===== config.mk =====
export PLATFORM = sky130hd
export DESIGN_NAME = qoi_image_encoder
export DESIGN_NICKNAME = d
export VERILOG_FILES = /design/src/hdl/qoie_pkg.sv /design/src/hdl/qoie_ram.sv /design/src/hdl/qoi_image_encoder.sv
export SDC_FILE = /design/constraint.sdc
export NUM_CORES = 2
export LEC_CHECK = 0
export BUFFER_PORTS_ARGS = -buffer_cell sky130_fd_sc_hd__buf_2
export CAP_MARGIN = 20
export CORE_MARGIN = 1.5
export CORE_UTILIZATION = 45
export DETAILED_ROUTE_END_ITERATION = 10
export GPL_TIMING_DRIVEN = 0
export PLACE_DENSITY = 0.61
export SYNTH_ARGS = -nofsm -noshare
export SYNTH_HDL_FRONTEND = slang
export SYNTH_SLANG_ARGS = --single-unit

===== constraint.sdc =====
create_clock -name clk -period 17.2 [get_ports clk]
set_input_delay 3.44 -clock clk [delete_from_list [all_inputs] [get_ports clk]]
set_output_delay 3.44 -clock clk [all_outputs]
set_load 0.05 [all_outputs]

===== src/hdl/qoie_pkg.sv =====
package qoie_pkg;

    // QOI op codes
    localparam logic [7:0] OP_INDEX = 8'h00;
    localparam logic [7:0] OP_DIFF  = 8'h40;
    localparam logic [7:0] OP_LUMA  = 8'h80;
    localparam logic [7:0] OP_RUN   = 8'hC0;
    localparam logic [7:0] OP_RGB   = 8'hFE;
    localparam logic [7:0] OP_RGBA  = 8'hFF;

    // Stream layout
    localparam logic [5:0] RUN_MAX   = 6'd62;
    localparam int         HDR_LEN   = 14;
    localparam int         END_LEN   = 8;
    localparam int         SEQ_MAX   = 28;
    localparam int         SEQ_W     = $clog2(SEQ_MAX + 1);

    // Color index geometry
    localparam int IDX_DEPTH = 64;
    localparam int IDX_AW    = $clog2(IDX_DEPTH);
    localparam int PIX_W     = 32;

    // Configuration register indexes
    localparam logic [1:0] CFG_WIDTH    = 2'd0;
    localparam logic [1:0] CFG_HEIGHT   = 2'd1;
    localparam logic [1:0] CFG_CHANNELS = 2'd2;

    typedef struct packed {
        logic [7:0] a;
        logic [7:0] b;
        logic [7:0] g;
        logic [7:0] r;
    } pixel_t;

    localparam pixel_t PIX_START = '{a: 8'hFF, b: 8'h00, g: 8'h00, r: 8'h00};

    // Index slot: (3r + 5g + 7b + 11a) mod 64
    function automatic logic [IDX_AW-1:0] pix_hash(input pixel_t p);
        logic [IDX_AW-1:0] r6;
        logic [IDX_AW-1:0] g6;
        logic [IDX_AW-1:0] b6;
        logic [IDX_AW-1:0] a6;
        r6 = p.r[IDX_AW-1:0];
        g6 = p.g[IDX_AW-1:0];
        b6 = p.b[IDX_AW-1:0];
        a6 = p.a[IDX_AW-1:0];
        return IDX_AW'(r6 * IDX_AW'(3)) + IDX_AW'(g6 * IDX_AW'(5))
             + IDX_AW'(b6 * IDX_AW'(7)) + IDX_AW'(a6 * IDX_AW'(11));
    endfunction

endpackage


===== src/hdl/qoie_ram.sv =====
module qoie_ram #(
    parameter int WIDTH = qoie_pkg::PIX_W,
    parameter int DEPTH = qoie_pkg::IDX_DEPTH,
    localparam int AW   = $clog2(DEPTH)
) (
    input  logic             clk,
    input  logic             we,
    input  logic [AW-1:0]    waddr,
    input  logic [WIDTH-1:0] wdata,
    input  logic             re,
    input  logic [AW-1:0]    raddr,
    output logic [WIDTH-1:0] rdata
);

    logic [WIDTH-1:0] mem_reg [DEPTH];
    logic [WIDTH-1:0] rdata_reg;

    // Write port
    always_ff @(posedge clk)
    begin
        if (we)
        begin
            mem_reg[waddr] <= wdata;
        end
    end

    // Registered read, old data on a same-address collision
    always_ff @(posedge clk)
    begin
        if (re)
        begin
            rdata_reg <= mem_reg[raddr];
        end
    end

    assign rdata = rdata_reg;

endmodule


===== src/hdl/qoi_image_encoder.sv =====
// Channel  Direction  Beat content
// s_*      in         one RGBA pixel; s_tlast marks the final pixel of the image
// m_*      out        one byte of the QOI stream; tuser flags last byte of a pixel
// cfg_*    in         register write: 0 width, 1 height, 2 channel count
//
// A pixel sits in one work register while its bytes go out, one byte per cycle
// while the output is not stalled. A pixel that adds nothing (a growing run) emits no
// byte; any other emits 1 to 28 bytes through the single output byte register.
// Reset clears the previous pixel, run count, header flag and the index valid
// bits at once; there is no clearing pass. Output stalls back up into s_tready.
module qoi_image_encoder (
    input  logic        clk,
    input  logic        rst_n,
    // config write port
    input  logic        cfg_we,
    input  logic [1:0]  cfg_index,
    input  logic [31:0] cfg_data,
    // pixel input
    input  logic        s_tvalid,
    output logic        s_tready,
    input  logic [31:0] s_tdata,   // red[7:0], green[15:8], blue[23:16], alpha[31:24]
    input  logic        s_tlast,   // last_pixel
    // byte output
    output logic        m_tvalid,
    input  logic        m_tready,
    output logic [7:0]  m_tdata,   // out_byte[7:0]
    output logic [0:0]  m_tuser,   // item_done[0]
    output logic        m_tlast    // stream_end
);

    localparam int AW = qoie_pkg::IDX_AW;
    localparam int SW = qoie_pkg::SEQ_W;

    // Configuration registers
    logic [31:0] width_reg;
    logic [31:0] height_reg;
    logic [2:0]  chan_reg;

    // Work stage
    logic                 s1_valid_reg;
    qoie_pkg::pixel_t     s1_pix_reg;
    logic                 s1_last_reg;
    logic [AW-1:0]        s1_h_reg;
    logic                 s1_ivld_reg;
    logic                 s1_byp_reg;
    qoie_pkg::pixel_t     s1_byp_pix_reg;
    logic [SW-1:0]        k_reg;

    // Image state
    qoie_pkg::pixel_t     prev_reg;
    logic [5:0]           run_reg;
    logic                 hdr_sent_reg;
    logic [qoie_pkg::IDX_DEPTH-1:0] ivalid_reg;
    logic [qoie_pkg::IDX_DEPTH-1:0] ivalid_next;

    // Output register
    logic       o_valid_reg;
    logic [7:0] o_byte_reg;
    logic       o_done_reg;
    logic       o_end_reg;

    // Input side
    qoie_pkg::pixel_t in_pix;
    logic [AW-1:0]    in_h;
    logic             accept;

    // Stage combinational
    logic [31:0]      ram_q;
    qoie_pkg::pixel_t idx_pix;
    logic             same;
    logic             hit;
    logic [5:0]       run_inc;
    logic             emit_run;
    logic [7:0]       run_byte;
    logic signed [7:0] dr;
    logic signed [7:0] dg;
    logic signed [7:0] db;
    logic signed [8:0] drg;
    logic signed [8:0] dbg;
    logic             diff_ok;
    logic             luma_ok;
    logic [7:0]       diff_byte;
    logic [7:0]       luma0;
    logic [7:0]       luma1;
    logic [SW-1:0]    n_hdr;
    logic [SW-1:0]    n_run;
    logic [SW-1:0]    n_op;
    logic [SW-1:0]    n_end;
    logic [SW-1:0]    total;
    logic [SW-1:0]    k1;
    logic [SW-1:0]    k2;
    logic [SW-1:0]    k3;
    logic [7:0]       hdr_byte;
    logic [7:0]       op_byte;
    logic [7:0]       byte_next;
    logic             seq_last;
    logic             push;
    logic             s1_done;
    logic             idx_wr;

    // Config writes
    always_ff @(posedge clk or negedge rst_n)
    begin
        if (!rst_n)
        begin
            width_reg  <= 32'd1;
            height_reg <= 32'd1;
            chan_reg   <= 3'd4;
        end
        else if (cfg_we)
        begin
            case (cfg_index)
                qoie_pkg::CFG_WIDTH:    width_reg  <= cfg_data;
                qoie_pkg::CFG_HEIGHT:   height_reg <= cfg_data;
                qoie_pkg::CFG_CHANNELS: chan_reg   <= cfg_data[2:0];
                default: ;
            endcase
        end
    end

    // Unpack the pixel, force alpha for three channels, hash it
    always_comb
    begin
        in_pix.r = s_tdata[7:0];
        in_pix.g = s_tdata[15:8];
        in_pix.b = s_tdata[23:16];
        in_pix.a = (chan_reg == 3'd3) ? 8'hFF : s_tdata[31:24];
        in_h     = qoie_pkg::pix_hash(in_pix);
    end

    assign s_tready = !s1_valid_reg || s1_done;
    assign accept   = s_tvalid && s_tready;

    // Color index memory
    qoie_ram #(
        .WIDTH (qoie_pkg::PIX_W),
        .DEPTH (qoie_pkg::IDX_DEPTH)
    ) u_index (
        .clk   (clk),
        .we    (idx_wr),
        .waddr (s1_h_reg),
        .wdata (s1_pix_reg),
        .re    (accept),
        .raddr (in_h),
        .rdata (ram_q)
    );

    // Index entry, pixel compare and run logic
    always_comb
    begin
        if (!s1_ivld_reg)
        begin
            idx_pix = '0;
        end
        else if (s1_byp_reg)
        begin
            idx_pix = s1_byp_pix_reg;
        end
        else
        begin
            idx_pix = qoie_pkg::pixel_t'(ram_q);
        end
        same     = (s1_pix_reg == prev_reg);
        hit      = (idx_pix == s1_pix_reg);
        run_inc  = run_reg + 6'd1;
        emit_run = same ? ((run_inc == qoie_pkg::RUN_MAX) || s1_last_reg)
                        : (run_reg != 6'd0);
        run_byte = qoie_pkg::OP_RUN | {2'b00, (same ? run_reg : run_reg - 6'd1)};
    end

    // Channel deltas and op choice
    always_comb
    begin
        dr  = $signed(s1_pix_reg.r - prev_reg.r);
        dg  = $signed(s1_pix_reg.g - prev_reg.g);
        db  = $signed(s1_pix_reg.b - prev_reg.b);
        drg = 9'(dr) - 9'(dg);
        dbg = 9'(db) - 9'(dg);
        diff_ok = (dr >= -8'sd2) && (dr <= 8'sd1) && (dg >= -8'sd2) && (dg <= 8'sd1)
               && (db >= -8'sd2) && (db <= 8'sd1);
        luma_ok = (dg >= -8'sd32) && (dg <= 8'sd31) && (drg >= -9'sd8) && (drg <= 9'sd7)
               && (dbg >= -9'sd8) && (dbg <= 9'sd7);
        diff_byte = qoie_pkg::OP_DIFF | {2'b00, 2'(dr + 8'sd2), 2'(dg + 8'sd2),
                                         2'(db + 8'sd2)};
        luma0 = qoie_pkg::OP_LUMA | {2'b00, 6'(dg + 8'sd32)};
        luma1 = {4'(drg + 9'sd8), 4'(dbg + 9'sd8)};

        if (same)
        begin
            n_op = SW'(0);
        end
        else if (hit)
        begin
            n_op = SW'(1);
        end
        else if (s1_pix_reg.a == prev_reg.a)
        begin
            n_op = diff_ok ? SW'(1) : (luma_ok ? SW'(2) : SW'(4));
        end
        else
        begin
            n_op = SW'(5);
        end
        n_hdr = hdr_sent_reg ? SW'(0) : SW'(qoie_pkg::HDR_LEN);
        n_run = emit_run ? SW'(1) : SW'(0);
        n_end = s1_last_reg ? SW'(qoie_pkg::END_LEN) : SW'(0);
        total = n_hdr + n_run + n_op + n_end;
    end

    // Header byte by position
    always_comb
    begin
        case (k_reg)
            SW'(0):  hdr_byte = 8'h71;
            SW'(1):  hdr_byte = 8'h6F;
            SW'(2):  hdr_byte = 8'h69;
            SW'(3):  hdr_byte = 8'h66;
            SW'(4):  hdr_byte = width_reg[31:24];
            SW'(5):  hdr_byte = width_reg[23:16];
            SW'(6):  hdr_byte = width_reg[15:8];
            SW'(7):  hdr_byte = width_reg[7:0];
            SW'(8):  hdr_byte = height_reg[31:24];
            SW'(9):  hdr_byte = height_reg[23:16];
            SW'(10): hdr_byte = height_reg[15:8];
            SW'(11): hdr_byte = height_reg[7:0];
            SW'(12): hdr_byte = {5'b00000, chan_reg};
            default: hdr_byte = 8'h00;
        endcase
    end

    // Op byte by position within the op
    always_comb
    begin
        k1 = k_reg - n_hdr;
        k2 = k1 - n_run;
        k3 = k2 - n_op;
        op_byte = 8'h00;
        if (hit)
        begin
            op_byte = qoie_pkg::OP_INDEX | {2'b00, s1_h_reg};
        end
        else if (n_op == SW'(1))
        begin
            op_byte = diff_byte;
        end
        else if (n_op == SW'(2))
        begin
            op_byte = (k2 == SW'(0)) ? luma0 : luma1;
        end
        else
        begin
            case (k2)
                SW'(0):  op_byte = (n_op == SW'(5)) ? qoie_pkg::OP_RGBA : qoie_pkg::OP_RGB;
                SW'(1):  op_byte = s1_pix_reg.r;
                SW'(2):  op_byte = s1_pix_reg.g;
                SW'(3):  op_byte = s1_pix_reg.b;
                default: op_byte = s1_pix_reg.a;
            endcase
        end
    end

    // Pick the byte: header, run, op, end marker
    always_comb
    begin
        if (k_reg < n_hdr)
        begin
            byte_next = hdr_byte;
        end
        else if (k1 < n_run)
        begin
            byte_next = run_byte;
        end
        else if (k2 < n_op)
        begin
            byte_next = op_byte;
        end
        else
        begin
            byte_next = (k3 == SW'(qoie_pkg::END_LEN - 1)) ? 8'h01 : 8'h00;
        end
        seq_last = (k_reg == total - SW'(1));
        push     = s1_valid_reg && (total != SW'(0)) && (!o_valid_reg || m_tready);
        s1_done  = s1_valid_reg && ((total == SW'(0)) || (push && seq_last));
        idx_wr   = s1_done && !same;
    end

    // Index valid bits: set on write, drop all at end of image
    always_comb
    begin
        ivalid_next = ivalid_reg;
        if (s1_done)
        begin
            if (s1_last_reg)
            begin
                ivalid_next = '0;
            end
            else if (!same)
            begin
                ivalid_next[s1_h_reg] = 1'b1;
            end
        end
    end

    // Work stage load and byte counter
    always_ff @(posedge clk or negedge rst_n)
    begin
        if (!rst_n)
        begin
            s1_valid_reg <= 1'b0;
            k_reg        <= '0;
        end
        else
        begin
            if (accept)
            begin
                s1_valid_reg <= 1'b1;
            end
            else if (s1_done)
            begin
                s1_valid_reg <= 1'b0;
            end
            if (s1_done)
            begin
                k_reg <= '0;
            end
            else if (push)
            begin
                k_reg <= k_reg + SW'(1);
            end
        end
    end

    // Hold pixel payload; catch an index write landing on the same slot
    always_ff @(posedge clk)
    begin
        if (accept)
        begin
            s1_pix_reg     <= in_pix;
            s1_last_reg    <= s_tlast;
            s1_h_reg       <= in_h;
            s1_ivld_reg    <= ivalid_next[in_h];
            s1_byp_reg     <= idx_wr && !s1_last_reg && (s1_h_reg == in_h);
            s1_byp_pix_reg <= s1_pix_reg;
        end
    end

    // Image state advances when a pixel finishes
    always_ff @(posedge clk or negedge rst_n)
    begin
        if (!rst_n)
        begin
            prev_reg     <= qoie_pkg::PIX_START;
            run_reg      <= '0;
            hdr_sent_reg <= 1'b0;
            ivalid_reg   <= '0;
        end
        else
        begin
            ivalid_reg <= ivalid_next;
            if (s1_done)
            begin
                hdr_sent_reg <= !s1_last_reg;
                prev_reg     <= s1_last_reg ? qoie_pkg::PIX_START : s1_pix_reg;
                run_reg      <= (s1_last_reg || !same || emit_run) ? 6'd0 : run_inc;
            end
        end
    end

    // Output beat register
    always_ff @(posedge clk or negedge rst_n)
    begin
        if (!rst_n)
        begin
            o_valid_reg <= 1'b0;
        end
        else if (push)
        begin
            o_valid_reg <= 1'b1;
        end
        else if (m_tready)
        begin
            o_valid_reg <= 1'b0;
        end
    end

    always_ff @(posedge clk)
    begin
        if (push)
        begin
            o_byte_reg <= byte_next;
            o_done_reg <= seq_last;
            o_end_reg  <= seq_last && s1_last_reg;
        end
    end

    assign m_tvalid   = o_valid_reg;
    assign m_tdata    = o_byte_reg;
    assign m_tuser[0] = o_done_reg;
    assign m_tlast    = o_end_reg;

endmodule


==> impl_metrics.csv <==
group,metric,value,unit
worst_setup_path,start_kind,"flop",
finish,seqCellArea,69400,µm²
placement,gp_congestion,0.897,
logic_synthesis,synth_edf_count,2163,
logic_synthesis,ys_ff_latch,2340,
logic_synthesis,ys_top_cells_by_area,"edfxtp_1 68%, mux4_2 15%, dfrtp_1 4.3%",
placement,portBuffers,83,
worst_setup_path,worst_path_largest_cell_delay,0.66,ns
cts,path_clk_slew,0.06,ns
grt,grt_max_degree,93,
drt,drt_iter0_markers,5722,
timing,fin_hold_ws,0.484,ns
floorplan,die_h,465,µm
worst_setup_path,cpLargestDelayFamily,"compound AO/OA/AOI/OAI gates",
timing,fin_ws,3.79,ns
placement,place_ws,4.84,ns
floorplan,ios,84,
min_path,min_from,"ivalid_reg[23]",
finish,fill_cells,16373,
floorplan,die_w,465,µm
worst_setup_path,critPathArrivalTime,9.97,ns
drt,firstDrtPassIters,5,
logic_synthesis,synth_nets,4977,
run,cap_violations,0,
drt,via_count,51342,
drt,routedWlPerCell,31.2,µm
cts,clock-sinks,2340,
grt,antenna_found_initial,7,
finish,multiInputGateArea,25400,µm²
logic_synthesis,syn_area,95900,µm²
timing,min_period_over_period,78.0,%
logic_synthesis,ys.flop_type,"edfxtp_1",
timing,fin_skew,0.0498,ns
logic_synthesis,synth-seq-area-share,72.4,%
run_status,status,"finished, final reports clean",
worst_setup_path,timing.critical_path.buf_inv,7,
finish,finalNetCount,5671,
worst_setup_path,critPathCaptureType,"output port",
worst_setup_path,crit_required,13.76,ns
cts,clk_latency,0.91,ns
logic_synthesis,synth_top_area_share,67.8,%
timing,finalHoldViolations,0,
cts,cts_setup_buffers,0,
timing,drv_slew,0,
logic_synthesis,ys_types,99,
floorplan,die_area,216000,µm²
timing,setup_viol,0,
grt,grt_usage,24.6,%
cts,cts_max_level,4,
drt,wl,266,mm
logic_synthesis,syn_avg_cell_area,20.0,µm²
logic_synthesis,yosysWarningCount,0,
grt,grt_pass1_wl,379,mm
drt,drc,0,
cts,cts-root-buf,"clkbuf_16",
worst_setup_path,path_max_fanout,19,
drt,viasPerCell,6.02,
worst_setup_path,setup.worst_path.class,"reg2out",
timing,rsz0062_at_grt,"no",
logic_synthesis,async_reset_ff_share,7.56,%
grt,grt_pass1_vias,51754,
finish,syn_to_final_growth,18.2,%
cts,postCtsHoldBufs,0,
worst_setup_path,rr_startpoint,"s1_pix_reg[8]",
worst_setup_path,crit_start,"s1_pix_reg[8]",
worst_setup_path,cpMostUsedCell,"ha_1",
finish,drive_gt1_share,29.5,%
worst_setup_path,cp_slowest_cell,"xnor2_1",
timing,tightest_slew,1.21,ns
grt,overflow,0,
cts,cts_tree,"done",
logic_synthesis,syn_inst,4803,
timing,relSlewSlack,19.1,%
floorplan,initial_utilization,45.2,%
timing,period_needed,13.41,ns
logic_synthesis,yosysTopAreaCell,"edfxtp_1",
floorplan,coreArea,212000,µm²
drt,postRouteAntennaNets,0,
cts,cts_buffer_depth,3,
floorplan,rows,169,
min_path,hold_path_class,"reg2reg",
placement,dpl.hpwl,193,mm
finish,largest_reg_flops,2048,
timing,fmax,74.6,MHz
cts,cts_buffers,230,
cts,cts-resized-gates,0,
[cell type report]
type	instances	share of cell area [%]
Timing Repair Buffer	462	5.27
Sequential cell	2340	61.2
Antenna cell	2	0.00442
Buffer	265	0.900
Tap cell	2821	3.11
Clock inverter	142	1.37
Multi-Input combinational cell	2093	22.4
Inverter	105	0.348
Clock buffer	294	5.35
[metrics by stage]
stage | utilization (%) | TNS [ns] | instance area [µm²] | cells
finish | 53.5 | 0 | 113000 | 8524
floorplan | - | 0 | 95900 | 4803
global route | 53.5 | 0 | 113000 | 8522
detailed placement | 49.7 | 0 | 105000 | 8063
CTS | 53.3 | 0 | 113000 | 8499
global placement | 47.1 | -1552.78 | 99800 | 7707
[worst paths after layout]
check | endpoint | slack [ns] | depth (start not counted)
setup / recovery | s_tready | 3.79 | 32
hold / removal | ivalid_reg[23] | 0.48 | 2
setup reg to reg | u_index.mem_reg[30][13] | 5.36 | 36
hold reg to reg | ivalid_reg[23] | 0.48 | 2
max in group asynchronous | ivalid_reg[17] | 13.73 | 2
min in group asynchronous | width_reg[3] | 2.57 | 1
[synthesized netlist by cell type (10+ instances only)]
| cell | number |
|---|---|
| a211oi_1 | 47 |
| a21oi_1 | 90 |
| a221oi_1 | 10 |
| a22oi_1 | 23 |
| a2bb2oi_1 | 10 |
| a31oi_1 | 24 |
| a41oi_1 | 16 |
| and2_1 | 12 |
| and3_1 | 11 |
| buf_1 | 61 |
| buf_2 | 10 |
| clkbuf_1 | 192 |
| dfrtp_1 | 166 |
| dfstp_2 | 11 |
| edfxtp_1 | 2163 |
| fa_1 | 29 |
| ha_1 | 73 |
| inv_1 | 105 |
| mux2_2 | 105 |
| mux2i_1 | 44 |
| mux4_2 | 640 |
| nand2_1 | 96 |
| nand2b_1 | 30 |
| nand3_1 | 42 |
| nand4_1 | 27 |
| nor2_1 | 189 |
| nor2b_1 | 48 |
| nor3_1 | 73 |
| nor4_1 | 31 |
| o211ai_1 | 16 |
| o21ai_0 | 54 |
| o22ai_1 | 27 |
| o31ai_1 | 14 |
| or2_2 | 17 |
| or3_1 | 13 |
| xnor2_1 | 54 |
| xor2_1 | 54 |
[layer usage]
layer	track usage [%]	vias up	wire [µm]
li1	-	21270	-
met1	34.6	27434	110000
met2	38.8	2242	126000
met3	4.59	394	20800
met4	8.49	2	9090
met5	0	-	13
[cell families after synthesis]
logic type                 Yosys count  share of synthesized area [%]
DFF                               2340                           72.4
muxes                              790                           16.8
and+or+nand+nor                    645                           3.49
AOI/OAI and AO/OA                  440                           3.24
buffers and inverters              370                           1.47
xor gates and xnor gates           112                           1.06
adders and majority gates          106                           1.60
[cells in the final DEF (no fill, tap or decap), types with 29 or more instances in the layout]
cell type  synthesis  routed
edfxtp_1        2163    2163
mux4_2           640     640
clkbuf_1         192     248
clkbuf_16          0     231
nor2_1           189     182
dfrtp_1          166     166
buf_2             10     112
buf_4              2     108
mux2_2           105     105
inv_1            105     102
nand2_1           96      96
buf_6              0      91
a21oi_1           90      89
buf_16             0      81
ha_1              73      73
buf_1             61      59
xor2_1            54      54
o21ai_0           54      54
xnor2_1           54      54
buf_8              0      53
clkinv_1           0      50
nor3_1            73      48
a211oi_1          47      47
nor2b_1           48      47
mux2i_1           44      44
clkinv_2           0      43
nand3_1           42      42
buf_12             0      31
nand2b_1          30      30
fa_1              29      29
[worst reg2reg max path, delay by kind of cell (launching register included)]
family	cells	cell delay, ns
xor+xnor	3	1.05
fa+ha+maj	4	1.34
flops	1	0.49
simple gates	10	3.05
compound gates	10	2.95
buf+inv	9	2.64
Power is left out: the tool's default activity adds up to more than one toggle a clock period on the data nets, which glitch-free logic cannot reach.
